$ cat config.mk
export PLATFORM = sky130hd
export DESIGN_NAME = crop_nearest_downscale_top
export DESIGN_NICKNAME = d
export VERILOG_FILES = /design/src/hdl/cnd_pkg.sv /design/src/hdl/cnd_div.sv /design/src/hdl/cnd_front.sv /design/src/hdl/cnd_queue.sv /design/src/hdl/crop_nearest_downscale_top.sv
export SDC_FILE = /design/constraint.sdc
export NUM_CORES = 1
export LEC_CHECK = 0
export ABC_AREA = 1
export BUFFER_PORTS_ARGS = -buffer_cell sky130_fd_sc_hd__buf_2
export CAP_MARGIN = 20
export CORE_UTILIZATION = 50
export DETAILED_ROUTE_END_ITERATION = 8
export PLACE_DENSITY_LB_ADDON = 0.12
export REMOVE_ABC_BUFFERS = 1
export SYNTH_ARGS = -nofsm -noshare
export SYNTH_HDL_FRONTEND = slang
export SYNTH_HIERARCHICAL = 1
export SYNTH_SLANG_ARGS = --single-unit
$ cat constraint.sdc
create_clock -name i_clk -period 14.6 [get_ports i_clk]
set_clock_uncertainty 0.05 [all_clocks]
set_input_delay 2.92 -clock i_clk [delete_from_list [all_inputs] [get_ports i_clk]]
set_output_delay 2.92 -clock i_clk [all_outputs]
set_load 0.05 [all_outputs]
$ cat src/hdl/cnd_pkg.sv
// Shared types and constants for the crop and nearest-neighbor downscaler.
package cnd_pkg;

    localparam int CFG_W         = 11;
    localparam int CFG_AW        = 3;
    localparam int PIX_W         = 8;
    localparam int TDATA_W       = 8;
    localparam int MAX_DIM_DEF   = 1024;
    localparam int FRAC_BITS_DEF = 16;
    localparam int QDEPTH        = 4;

    localparam logic [CFG_AW-1:0] REG_IMAGE_WIDTH  = 3'd0;
    localparam logic [CFG_AW-1:0] REG_IMAGE_HEIGHT = 3'd1;
    localparam logic [CFG_AW-1:0] REG_CROP_WIDTH   = 3'd2;
    localparam logic [CFG_AW-1:0] REG_CROP_HEIGHT  = 3'd3;
    localparam logic [CFG_AW-1:0] REG_OUT_WIDTH    = 3'd4;
    localparam logic [CFG_AW-1:0] REG_OUT_HEIGHT   = 3'd5;

    localparam logic [CFG_W-1:0] RST_IMAGE_WIDTH  = 11'd64;
    localparam logic [CFG_W-1:0] RST_IMAGE_HEIGHT = 11'd64;
    localparam logic [CFG_W-1:0] RST_CROP_WIDTH   = 11'd64;
    localparam logic [CFG_W-1:0] RST_CROP_HEIGHT  = 11'd64;
    localparam logic [CFG_W-1:0] RST_OUT_WIDTH    = 11'd32;
    localparam logic [CFG_W-1:0] RST_OUT_HEIGHT   = 11'd32;

    typedef struct packed {
        logic              last;
        logic [PIX_W-1:0]  pixel;
    } t_result;

endpackage

$ cat src/hdl/cnd_div.sv
// Restoring divider, one quotient bit per cycle, for the 11.16 scale steps.
module cnd_div #(
    parameter int DW = 11,
    parameter int PW = 27
) (
    input  logic          i_clk,
    input  logic          i_rst_n,
    input  logic          i_start,
    input  logic [PW-1:0] i_dividend,
    input  logic [DW-1:0] i_divisor,
    output logic          o_busy,
    output logic [PW-1:0] o_quot
);
    localparam int CNTW = $clog2(PW + 1);

    logic            r_busy;
    logic [CNTW-1:0] r_cnt;
    logic [DW-1:0]   r_div;
    logic [DW-1:0]   r_rem;
    logic [PW-1:0]   r_q;
    logic [DW:0]     w_sh;
    logic            w_ge;
    logic [DW:0]     w_diff;

    assign w_sh   = {r_rem, r_q[PW-1]};
    assign w_ge   = w_sh >= {1'b0, r_div};
    assign w_diff = w_sh - {1'b0, r_div};

    always_ff @(posedge i_clk) begin
        if (!i_rst_n) begin
            r_busy <= 1'b0;
            r_cnt  <= '0;
        end else if (i_start) begin
            r_busy <= 1'b1;
            r_cnt  <= CNTW'(PW);
        end else if (r_busy) begin
            r_cnt <= r_cnt - 1'b1;
            if (r_cnt == CNTW'(1)) begin
                r_busy <= 1'b0;
            end
        end
    end

    always_ff @(posedge i_clk) begin
        if (i_start) begin
            r_div <= i_divisor;
            r_rem <= '0;
            r_q   <= i_dividend;
        end else if (r_busy) begin
            r_rem <= w_ge ? w_diff[DW-1:0] : w_sh[DW-1:0];
            r_q   <= {r_q[PW-2:0], w_ge};
        end
    end

    assign o_busy = r_busy;
    assign o_quot = r_q;

    a_start_busy: assert property (@(posedge i_clk) disable iff (!i_rst_n)
        i_start |=> r_busy && r_cnt == CNTW'(PW))
        else $error("divider did not start");
    a_cnt_idle: assert property (@(posedge i_clk) disable iff (!i_rst_n)
        !r_busy |-> r_cnt == '0)
        else $error("divider count left over when idle");

endmodule

$ cat src/hdl/cnd_front.sv
// Front end: raster position tracking, crop and sample selection per pixel.
module cnd_front #(
    parameter int MAX_DIM   = cnd_pkg::MAX_DIM_DEF,
    parameter int FRAC_BITS = cnd_pkg::FRAC_BITS_DEF,
    parameter int DW        = $clog2(MAX_DIM + 1),
    parameter int PW        = DW + FRAC_BITS
) (
    input  logic                      i_clk,
    input  logic                      i_rst_n,
    input  logic                      i_valid,
    input  logic [cnd_pkg::PIX_W-1:0] i_pixel,
    output logic                      o_ready,
    input  logic                      i_block,
    input  logic                      i_full,
    input  logic [DW-1:0]             i_iw,
    input  logic [DW-1:0]             i_ih,
    input  logic [DW-1:0]             i_cw,
    input  logic [DW-1:0]             i_ch,
    input  logic [DW-1:0]             i_ow,
    input  logic [DW-1:0]             i_oh,
    input  logic [PW-1:0]             i_col_step,
    input  logic [PW-1:0]             i_row_step,
    output logic                      o_push,
    output cnd_pkg::t_result          o_result
);
    import cnd_pkg::*;

    localparam int SCW = $clog2(MAX_DIM);

    logic [SCW-1:0] r_src_col, r_src_row, n_src_col, n_src_row;
    logic [DW-1:0]  r_out_col, r_out_row, n_out_col, n_out_row;
    logic [PW-1:0]  r_pos_c, r_pos_r, n_pos_c, n_pos_r;
    logic [PW-1:0]  r_col_step, r_row_step, n_col_step, n_row_step;
    logic           w_accept, w_first, w_row_hit, w_hit, w_col_end, w_row_end;
    logic [PW-1:0]  w_cstep, w_rstep;

    assign o_ready  = !i_block && !i_full;
    assign w_accept = i_valid && o_ready;
    assign w_first  = r_src_col == '0 && r_src_row == '0;
    assign w_cstep  = w_first ? i_col_step : r_col_step;
    assign w_rstep  = w_first ? i_row_step : r_row_step;

    assign w_row_hit = DW'(r_src_row) < i_ch && r_out_row < i_oh
                    && DW'(r_src_row) == r_pos_r[PW-1:FRAC_BITS];
    assign w_hit     = w_row_hit && DW'(r_src_col) < i_cw && r_out_col < i_ow
                    && DW'(r_src_col) == r_pos_c[PW-1:FRAC_BITS];
    assign w_col_end = DW'(r_src_col) >= i_iw - 1'b1;
    assign w_row_end = DW'(r_src_row) >= i_ih - 1'b1;

    assign o_push          = w_accept && w_hit;
    assign o_result.pixel  = i_pixel;
    assign o_result.last   = r_out_col == i_ow - 1'b1 && r_out_row == i_oh - 1'b1;

    always_comb begin
        n_src_col  = r_src_col;
        n_src_row  = r_src_row;
        n_out_col  = r_out_col;
        n_out_row  = r_out_row;
        n_pos_c    = r_pos_c;
        n_pos_r    = r_pos_r;
        n_col_step = w_cstep;
        n_row_step = w_rstep;
        if (w_hit) begin
            n_out_col = r_out_col + 1'b1;
            n_pos_c   = r_pos_c + w_cstep;
        end
        if (w_col_end) begin
            if (w_row_end) begin
                n_src_col  = '0;
                n_src_row  = '0;
                n_out_col  = '0;
                n_out_row  = '0;
                n_pos_c    = '0;
                n_pos_r    = '0;
                n_col_step = '0;
                n_row_step = '0;
            end else begin
                if (w_row_hit) begin
                    n_out_row = r_out_row + 1'b1;
                    n_pos_r   = r_pos_r + w_rstep;
                end
                n_out_col = '0;
                n_pos_c   = '0;
                n_src_col = '0;
                n_src_row = r_src_row + 1'b1;
            end
        end else begin
            n_src_col = r_src_col + 1'b1;
        end
    end

    always_ff @(posedge i_clk) begin
        if (!i_rst_n) begin
            r_src_col  <= '0;
            r_src_row  <= '0;
            r_out_col  <= '0;
            r_out_row  <= '0;
            r_pos_c    <= '0;
            r_pos_r    <= '0;
            r_col_step <= '0;
            r_row_step <= '0;
        end else if (w_accept) begin
            r_src_col  <= n_src_col;
            r_src_row  <= n_src_row;
            r_out_col  <= n_out_col;
            r_out_row  <= n_out_row;
            r_pos_c    <= n_pos_c;
            r_pos_r    <= n_pos_r;
            r_col_step <= n_col_step;
            r_row_step <= n_row_step;
        end
    end

    a_frame_wrap: assert property (@(posedge i_clk) disable iff (!i_rst_n)
        w_accept && w_col_end && w_row_end |=> r_src_col == '0 && r_src_row == '0
            && r_out_row == '0 && r_pos_r == '0)
        else $error("frame end did not return to start");
    a_row_wrap: assert property (@(posedge i_clk) disable iff (!i_rst_n)
        w_accept && w_col_end |=> r_out_col == '0 && r_pos_c == '0)
        else $error("row end did not clear column position");

endmodule

$ cat src/hdl/cnd_queue.sv
// Back end: short result queue that drives the output stream.
module cnd_queue (
    input  logic              i_clk,
    input  logic              i_rst_n,
    input  logic              i_push,
    input  cnd_pkg::t_result  i_result,
    output logic              o_full,
    output logic              o_valid,
    input  logic              i_ready,
    output cnd_pkg::t_result  o_result
);
    import cnd_pkg::*;

    localparam int QAW = $clog2(QDEPTH);
    localparam int QCW = $clog2(QDEPTH + 1);

    t_result        r_mem [QDEPTH];
    logic [QAW-1:0] r_wr_ptr, r_rd_ptr;
    logic [QCW-1:0] r_count;
    logic           w_pop;

    assign o_full   = r_count == QCW'(QDEPTH);
    assign o_valid  = r_count != '0;
    assign w_pop    = o_valid && i_ready;
    assign o_result = r_mem[r_rd_ptr];

    always_ff @(posedge i_clk) begin
        if (!i_rst_n) begin
            r_wr_ptr <= '0;
            r_rd_ptr <= '0;
            r_count  <= '0;
        end else begin
            if (i_push) begin
                r_wr_ptr <= r_wr_ptr + 1'b1;
            end
            if (w_pop) begin
                r_rd_ptr <= r_rd_ptr + 1'b1;
            end
            if (i_push && !w_pop) begin
                r_count <= r_count + 1'b1;
            end else if (w_pop && !i_push) begin
                r_count <= r_count - 1'b1;
            end
        end
    end

    always_ff @(posedge i_clk) begin
        if (i_push) begin
            r_mem[r_wr_ptr] <= i_result;
        end
    end

    a_no_overflow: assert property (@(posedge i_clk) disable iff (!i_rst_n)
        i_push |-> !o_full)
        else $error("push into full queue");
    a_count_bound: assert property (@(posedge i_clk) disable iff (!i_rst_n)
        r_count <= QCW'(QDEPTH))
        else $error("queue count out of range");

endmodule

$ cat src/hdl/crop_nearest_downscale_top.sv
// Top level of the crop and nearest-neighbor downscaler.
// Takes one full-image pixel per clock in raster order and emits the nearest-neighbor
// downscaled copy of the top-left crop window; each result is pushed into a 4-entry
// queue as its source pixel is transferred, with tlast on the final output pixel.
// The 11.16 column and row steps (default parameters) come from two restoring dividers
// that produce one quotient bit per cycle: after reset and after every configuration
// write, input is held off while the steps are recomputed; otherwise input is taken
// every cycle unless the output queue is full.
module crop_nearest_downscale_top #(
    parameter int MAX_DIM   = cnd_pkg::MAX_DIM_DEF,
    parameter int FRAC_BITS = cnd_pkg::FRAC_BITS_DEF
) (
    input  logic                        i_clk,
    input  logic                        i_rst_n,
    input  logic                        i_s_tvalid,
    output logic                        o_s_tready,
    input  logic [cnd_pkg::TDATA_W-1:0] i_s_tdata,   // [7:0] pixel_in
    output logic                        o_m_tvalid,
    input  logic                        i_m_tready,
    output logic [cnd_pkg::TDATA_W-1:0] o_m_tdata,   // [7:0] pixel_out
    output logic                        o_m_tlast,   // last_pixel
    input  logic                        i_cfg_we,
    input  logic [cnd_pkg::CFG_AW-1:0]  i_cfg_addr,
    input  logic [cnd_pkg::CFG_W-1:0]   i_cfg_wdata
);
    import cnd_pkg::*;

    localparam int DW   = $clog2(MAX_DIM + 1);
    localparam int PW   = DW + FRAC_BITS;
    localparam int CMPW = (DW > CFG_W) ? DW : CFG_W;

    logic [CFG_W-1:0] r_image_width, r_image_height, r_crop_width, r_crop_height;
    logic [CFG_W-1:0] r_out_width, r_out_height;
    logic             r_div_start;
    logic [DW-1:0]    w_iw, w_ih, w_cw, w_ch, w_ow, w_oh;
    logic [PW-1:0]    w_col_step, w_row_step;
    logic             w_col_busy, w_row_busy, w_block, w_full, w_push;
    t_result          w_push_result, w_out_result;

    function automatic logic [DW-1:0] clampv(input logic [CFG_W-1:0] v,
                                             input logic [DW-1:0] hi);
        logic [CMPW-1:0] ve;
        logic [CMPW-1:0] he;
        ve = CMPW'(v);
        he = CMPW'(hi);
        if (ve == '0) begin
            return DW'(1);
        end else if (ve > he) begin
            return hi;
        end else begin
            return DW'(ve);
        end
    endfunction

    assign w_iw = clampv(r_image_width, DW'(MAX_DIM));
    assign w_ih = clampv(r_image_height, DW'(MAX_DIM));
    assign w_cw = clampv(r_crop_width, w_iw);
    assign w_ch = clampv(r_crop_height, w_ih);
    assign w_ow = clampv(r_out_width, w_cw);
    assign w_oh = clampv(r_out_height, w_ch);

    always_ff @(posedge i_clk) begin
        if (!i_rst_n) begin
            r_image_width  <= RST_IMAGE_WIDTH;
            r_image_height <= RST_IMAGE_HEIGHT;
            r_crop_width   <= RST_CROP_WIDTH;
            r_crop_height  <= RST_CROP_HEIGHT;
            r_out_width    <= RST_OUT_WIDTH;
            r_out_height   <= RST_OUT_HEIGHT;
            r_div_start    <= 1'b1;
        end else begin
            r_div_start <= i_cfg_we;
            if (i_cfg_we) begin
                case (i_cfg_addr)
                    REG_IMAGE_WIDTH:  r_image_width  <= i_cfg_wdata;
                    REG_IMAGE_HEIGHT: r_image_height <= i_cfg_wdata;
                    REG_CROP_WIDTH:   r_crop_width   <= i_cfg_wdata;
                    REG_CROP_HEIGHT:  r_crop_height  <= i_cfg_wdata;
                    REG_OUT_WIDTH:    r_out_width    <= i_cfg_wdata;
                    REG_OUT_HEIGHT:   r_out_height   <= i_cfg_wdata;
                    default: ;
                endcase
            end
        end
    end

    cnd_div #(.DW(DW), .PW(PW)) u_col_div (
        .i_clk      (i_clk),
        .i_rst_n    (i_rst_n),
        .i_start    (r_div_start),
        .i_dividend ({w_cw, {FRAC_BITS{1'b0}}}),
        .i_divisor  (w_ow),
        .o_busy     (w_col_busy),
        .o_quot     (w_col_step)
    );

    cnd_div #(.DW(DW), .PW(PW)) u_row_div (
        .i_clk      (i_clk),
        .i_rst_n    (i_rst_n),
        .i_start    (r_div_start),
        .i_dividend ({w_ch, {FRAC_BITS{1'b0}}}),
        .i_divisor  (w_oh),
        .o_busy     (w_row_busy),
        .o_quot     (w_row_step)
    );

    assign w_block = w_col_busy || w_row_busy || r_div_start || i_cfg_we;

    cnd_front #(
        .MAX_DIM   (MAX_DIM),
        .FRAC_BITS (FRAC_BITS),
        .DW        (DW),
        .PW        (PW)
    ) u_front (
        .i_clk      (i_clk),
        .i_rst_n    (i_rst_n),
        .i_valid    (i_s_tvalid),
        .i_pixel    (i_s_tdata[PIX_W-1:0]),
        .o_ready    (o_s_tready),
        .i_block    (w_block),
        .i_full     (w_full),
        .i_iw       (w_iw),
        .i_ih       (w_ih),
        .i_cw       (w_cw),
        .i_ch       (w_ch),
        .i_ow       (w_ow),
        .i_oh       (w_oh),
        .i_col_step (w_col_step),
        .i_row_step (w_row_step),
        .o_push     (w_push),
        .o_result   (w_push_result)
    );

    cnd_queue u_queue (
        .i_clk    (i_clk),
        .i_rst_n  (i_rst_n),
        .i_push   (w_push),
        .i_result (w_push_result),
        .o_full   (w_full),
        .o_valid  (o_m_tvalid),
        .i_ready  (i_m_tready),
        .o_result (w_out_result)
    );

    assign o_m_tdata = TDATA_W'(w_out_result.pixel);
    assign o_m_tlast = w_out_result.last;

    a_no_take_while_dividing: assert property (@(posedge i_clk) disable iff (!i_rst_n)
        (w_col_busy || w_row_busy) |-> !(i_s_tvalid && o_s_tready))
        else $error("pixel transfer while steps are being computed");
    a_dividers_in_step: assert property (@(posedge i_clk) disable iff (!i_rst_n)
        w_col_busy == w_row_busy)
        else $error("step dividers out of step");

endmodule

=== Word-level counts from Yosys, hierarchy flattened ===
Memory sizes are Yosys's and may differ from the RTL's. A register that Yosys moved wholly into a read port is not among the register bits.
Index checks and enable logic that the tools add are counted.
Widths: inputs -> output; s select.

* Register bits: 334
* Bits in writable memories: 36
* Logic and storage cells: 173
* Memories kept: 1

{| class="wikitable"
|+ Memory list
! name !! words !! width !! read ports !! clocked after memory_dff !! write ports !! RTL line !! RTL
|-
| u_queue.r_mem || 4 || 9 || 1 || 1 || 1 || cnd_queue.sv:17 || <nowiki>t_result r_mem [QDEPTH];</nowiki>
|}

* Add/subtract/negate cells: 18
* Magnitude comparators: 14
* Equal/unequal tests: 12
* Mux-type cells: 50
* Bitwise operators: 1
* Reductions and logical operators: 45

{| class="wikitable"
|+ Operators by type and width
! kind !! count
|-
| $mux 27 || 14
|-
| $mux 11 || 18
|-
| $logic_not 11->1 || 6
|-
| $add 27x27->27 || 2
|-
| $gt 11x11->1 || 4
|-
| $sub 11x1->11 const B || 4
|-
| $ge 12x11->1 || 2
|-
| $add 11x1->11 const B || 2
|-
| $eq 10x11->1 || 2
|-
| $eq 11x11->1 || 2
|-
| $ge 10x11->1 || 2
|-
| $gt 11x11->1 const B || 2
|-
| $lt 10x11->1 || 2
|-
| $lt 11x11->1 || 2
|-
| $sub 11x11->11 || 2
|-
| $add 10x1->10 const B || 2
|-
| $logic_not 10->1 || 2
|-
| $mux 10 || 2
|-
| $mux 5 || 4
|-
| $reduce_and 2->1 || 8
|-
| $logic_and 1x1->1 || 13
|-
| $eq 5x1->1 const B || 2
|-
| $reduce_bool 2->1 || 5
|-
| $sub 5x1->5 const B || 2
|-
| other kinds (16) || 34
|}

=== Depth between registers and ports, before layout ===
* Word-level depth: 20
* Gate-level depth with buffers: 42
* Gate-level depth less buffers: 41

=== By module ===
The synthesis kept the hierarchy.

{| class="wikitable"
|+ By module, submodules not included
! module !! times used !! cells each !! area each (µm²) !! sequential area each (µm²)
|-
| cnd_front || 1 || 2,240 || 14,004.7 || 3,002.9
|-
| cnd_div || 2 || 377 || 2,996.6 || 1,481.4
|-
| crop_nearest_downscale_top || 1 || 707 || 4,968.5 || 1,341.3
|-
| cnd_queue || 1 || 149 || 1,916.8 || 1,261.2
|}

=== Worst setup path after synthesis ===
No wires, ideal clock.

* Kind: in2out
* Start point: input i_cfg_we
* End point: output o_s_tready
* Arrival time: 3.714 ns
* Data required time: 11.630 ns
* Setup slack: 7.916 ns
* Cell stages on the path: 3
* Buffers on the path: 0
* Cells stage by stage: inv_2 -> nand2_1 -> nor2_1

* Longest elaborated chain between the ends: 3

{| class="wikitable"
|+ RTL lines
! item !! RTL line !! RTL
|-
| start: declaration || crop_nearest_downscale_top.sv:22 || <nowiki>input logic i_cfg_we,</nowiki>
|-
| $logic_or 1x1->1 || crop_nearest_downscale_top.sv:107 || <nowiki>assign w_block = w_col_busy || w_row_busy || r_div_start || i_cfg_we;</nowiki>
|-
| via w_block || crop_nearest_downscale_top.sv:37 || <nowiki>logic w_col_busy, w_row_busy, w_block, w_full, w_push;</nowiki>
|-
| $logic_not 1->1 || cnd_front.sv:37 || <nowiki>assign o_ready = !i_block && !i_full;</nowiki>
|-
| $logic_and 1x1->1 || cnd_front.sv:37 ||
|-
| end: declaration || crop_nearest_downscale_top.sv:16 || <nowiki>output logic o_s_tready,</nowiki>
|}

The timed path passes the listed nets, and every way through them passes these cells.

=== Worst setup path after layout ===
Same ends and word-level chain as after synthesis.

==> flow_summary.json <==
{
  "synth_area_per_cell_um2": 6.98,
  "syn-cell-area_um2": 26900,
  "htreeDepth": 2,
  "clock.fmax_mhz": 146,
  "synth.top_cell.area_share": 0.194,
  "cts-root-buf": "clkbuf_16",
  "min_path_type": "register to register",
  "cp_max_fo": 3,
  "grt-ovfl-total": 0,
  "cts_buffers": 44,
  "drt_pass1_iterations": 7,
  "ys_seq_elements": 372,
  "vias": 24000,
  "fill_cells": 5233,
  "yosysTopAreaCell": "dfxtp_1",
  "reg2reg_slack_ps": 7800,
  "ctsResizeCount": 0,
  "final_util": 0.548,
  "grt_max_degree": 74,
  "ioPinCount": 38,
  "postCtsSetupBuffers": 0,
  "nets": 4085,
  "status": "finished, violations left",
  "dr.first_iter.drc_count": 1812,
  "first_global_vias": 21900,
  "critPathCaptureType": "output port",
  "hold_viol_final": 0,
  "finalSetupViolCount": 0,
  "fin_crit_ps": 6830,
  "async_flop_share": 0,
  "min_period_over_period": 0.468,
  "p_leak_uw": 0.0137,
  "initial_utilization": 0.509,
  "dieArea_um2": 54700,
  "dpl.hpwl_mm": 51.6,
  "worstSkewPairLatency_ps": 590,
  "start_kind": "primary input",
  "grt_pass1_wl_mm": 115,
  "crit_type": "primary input to output port",
  "drive_above_1_share": 0.0916,
  "clockBufferDepth": 3,
  "avgRoutedWirePerCell_um": 15.6,
  "portBuffers": 37,
  "maxCapViolCount": 0,
  "n_antenna_cell": 0,
  "die_w_um": 234,
  "synthTopCellsByArea": "dfxtp_1, nand2_1, edfxtp_1, ha_1, inv_1",
  "cts_tree": "yes",
  "wirelength_mm": 71.2,
  "synth_warnings": 6,
  "violations": "design-rule violations",
  "die_h_um": 234,
  "core-area_um2": 52900,
  "drcViolationCount": 3,
  "power_density_nw_per_um2": 116,
  "cts_sinks": 372,
  "rsz0062_at_grt": "false",
  "finalSetupTns_ps": 0,
  "area_growth_pct": 7.74,
  "grt_usage": 0.262,
  "rows": 84,
  "synth_edf_count": 112,
  "clkTransAtPathRegs_ps": 50,
  "timing.slew.headroom": 0.293,
  "antenna_left": 0,
  "synth-main-ff-cell": "dfxtp_1",
  "ir_worst_vdd_mv": 0.0962,
  "drv_slew": 0,
  "routabilityCongestion": 0.914,
  "ctsHoldBuffers": 0,
  "vias_per_cell": 5.24,
  "netlist_instances": 3850,
  "worstPathArrival_ps": 3860,
  "antenna_found_initial": 0,
  "yosysSeqAreaShare": 0.319,
  "tightest_slew_ps": 1060,
  "ys_types": 66,
  "worstPathRequired_ps": 11630
}
-- layout by cell type (no fill, tap or decap), drive strengths merged, types with 6 or more instances in the layout --
cell type     n
o21a          7
nand4        90
o22ai        10
or2          14
and2          6
o211ai        7
mux2         50
conb         32
ha          203
a21oi       336
buf          59
edfxtp      112
nand3       341
nor3         32
nor2        323
xor2         59
o21ai       120
nand3b       10
nand2      1101
inv         532
o21bai        7
nor4          9
clkinv       12
xnor2        52
dfxtp       260
clkbuf       65
-- routing by layer --
layer  vias to the layer above  global-route usage  routed length, um
met5                         -                   0                  0
met4                         0              0.0635               1280
met2                       540               0.424              31800
li1                      12500                   -                  -
met1                     10900               0.372              34900
met3                        65              0.0260               3260
-- where the power goes --
group,internal (uW),switching (uW),total (uW),leakage [uW]
clock network,658,453,1110,0.000707
logic,350,694,1040,0.00978
registers,1140,54.1,1200,0.00325
total,2150,1200,3350,0.0137
-- registers in the layout, summed over array words and instances, names as in the netlist, 10 cells and up, named ones only --
signal and count:
u_queue/r_mem 36, u_col_div/o_quot 27, u_front/r_col_step 27, u_front/r_pos_c 27, u_front/r_pos_r 27, u_front/r_row_step 27, u_row_div/o_quot 27, r_crop_height 11
r_crop_width 11, r_image_height 11, r_image_width 11, r_out_height 11, r_out_width 11, u_col_div/r_div 11, u_col_div/r_rem 11, u_front/r_out_col 11
u_front/r_out_row 11, u_row_div/r_div 11, u_row_div/r_rem 11, u_front/r_src_col 10, u_front/r_src_row 10
-- final timing paths --
check / end / from / cells after the start
min reg2reg: u_front/r_row_step[23]$_SDFFE_PN0P_ / u_front/r_row_step[23]$_SDFFE_PN0P_ / 2
max: o_s_tready / i_cfg_we / 5
max reg2reg: u_queue/r_count[2]$_SDFFE_PN0P_ / r_image_width[4]$_SDFFE_PN0P_ / 39
min: u_front/r_row_step[23]$_SDFFE_PN0P_ / u_front/r_row_step[23]$_SDFFE_PN0P_ / 2
-- worst max-delay path, cell delays in order --
cell     delay, ps
buf_2          110
inv_2          180
nand2_1        110
nor2_1         220
buf_2          310
-- Yosys cell counts, types with 21 or more instances --
cell      number
buf_2         40
nand3_2       43
nand2_1     1079
a21oi_2       21
nor3_1        31
a21oi_1      313
ha_1         203
xnor2_1       52
edfxtp_1     112
xor2_1        58
nand3_1      296
clkbuf_1      62
nand4_1       87
nor2_1       300
mux2_2        50
o21ai_0      118
inv_2         32
dfxtp_1      260
inv_1        497
-- area by class of cell --
cell class	count	area, um^2	area share
Tap cell	688	861	0.0297
Inverter	532	2030	0.0702
Clock inverter	17	173	0.00596
Timing Repair Buffer	59	378	0.0130
Multi-Input combinational cell	2841	15700	0.541
Sequential cell	372	8570	0.296
Clock buffer	65	1270	0.0439
-- logic make-up (layout without fill, tap and decap cells) --
logic type               Yosys count  count (layout)  share of synthesized area
XOR/XNOR                         111             111                     0.0364
multiplexers                      50              50                     0.0209
adder cells (fa/ha/maj)          208             208                     0.0982
AO/OA/AOI/OAI                    507             507                      0.105
flip-flops                       372             372                      0.319
buffers and inverters            668             673                      0.103
AND/OR/NAND/NOR                 1933            1933                      0.317
other                              1              32                   0.000139
-- per-stage QoR --
step | hold slack, ps | std cells | cell area (um^2) | power (uW) | setup slack, ps
floorplan | 390 | 3745 | 26300 | 2000 | 6730
detailed placement | 402 | 4490 | 27500 | 2250 | 7700
global route | 426 | 4574 | 29000 | 3560 | 7110
CTS | 412 | 4572 | 28900 | 3370 | 7790
global placement | 399 | 4490 | 27500 | 2250 | 7720
finish | 410 | 4574 | 29000 | 3350 | 7770
(Power assumes the default switching activity.)
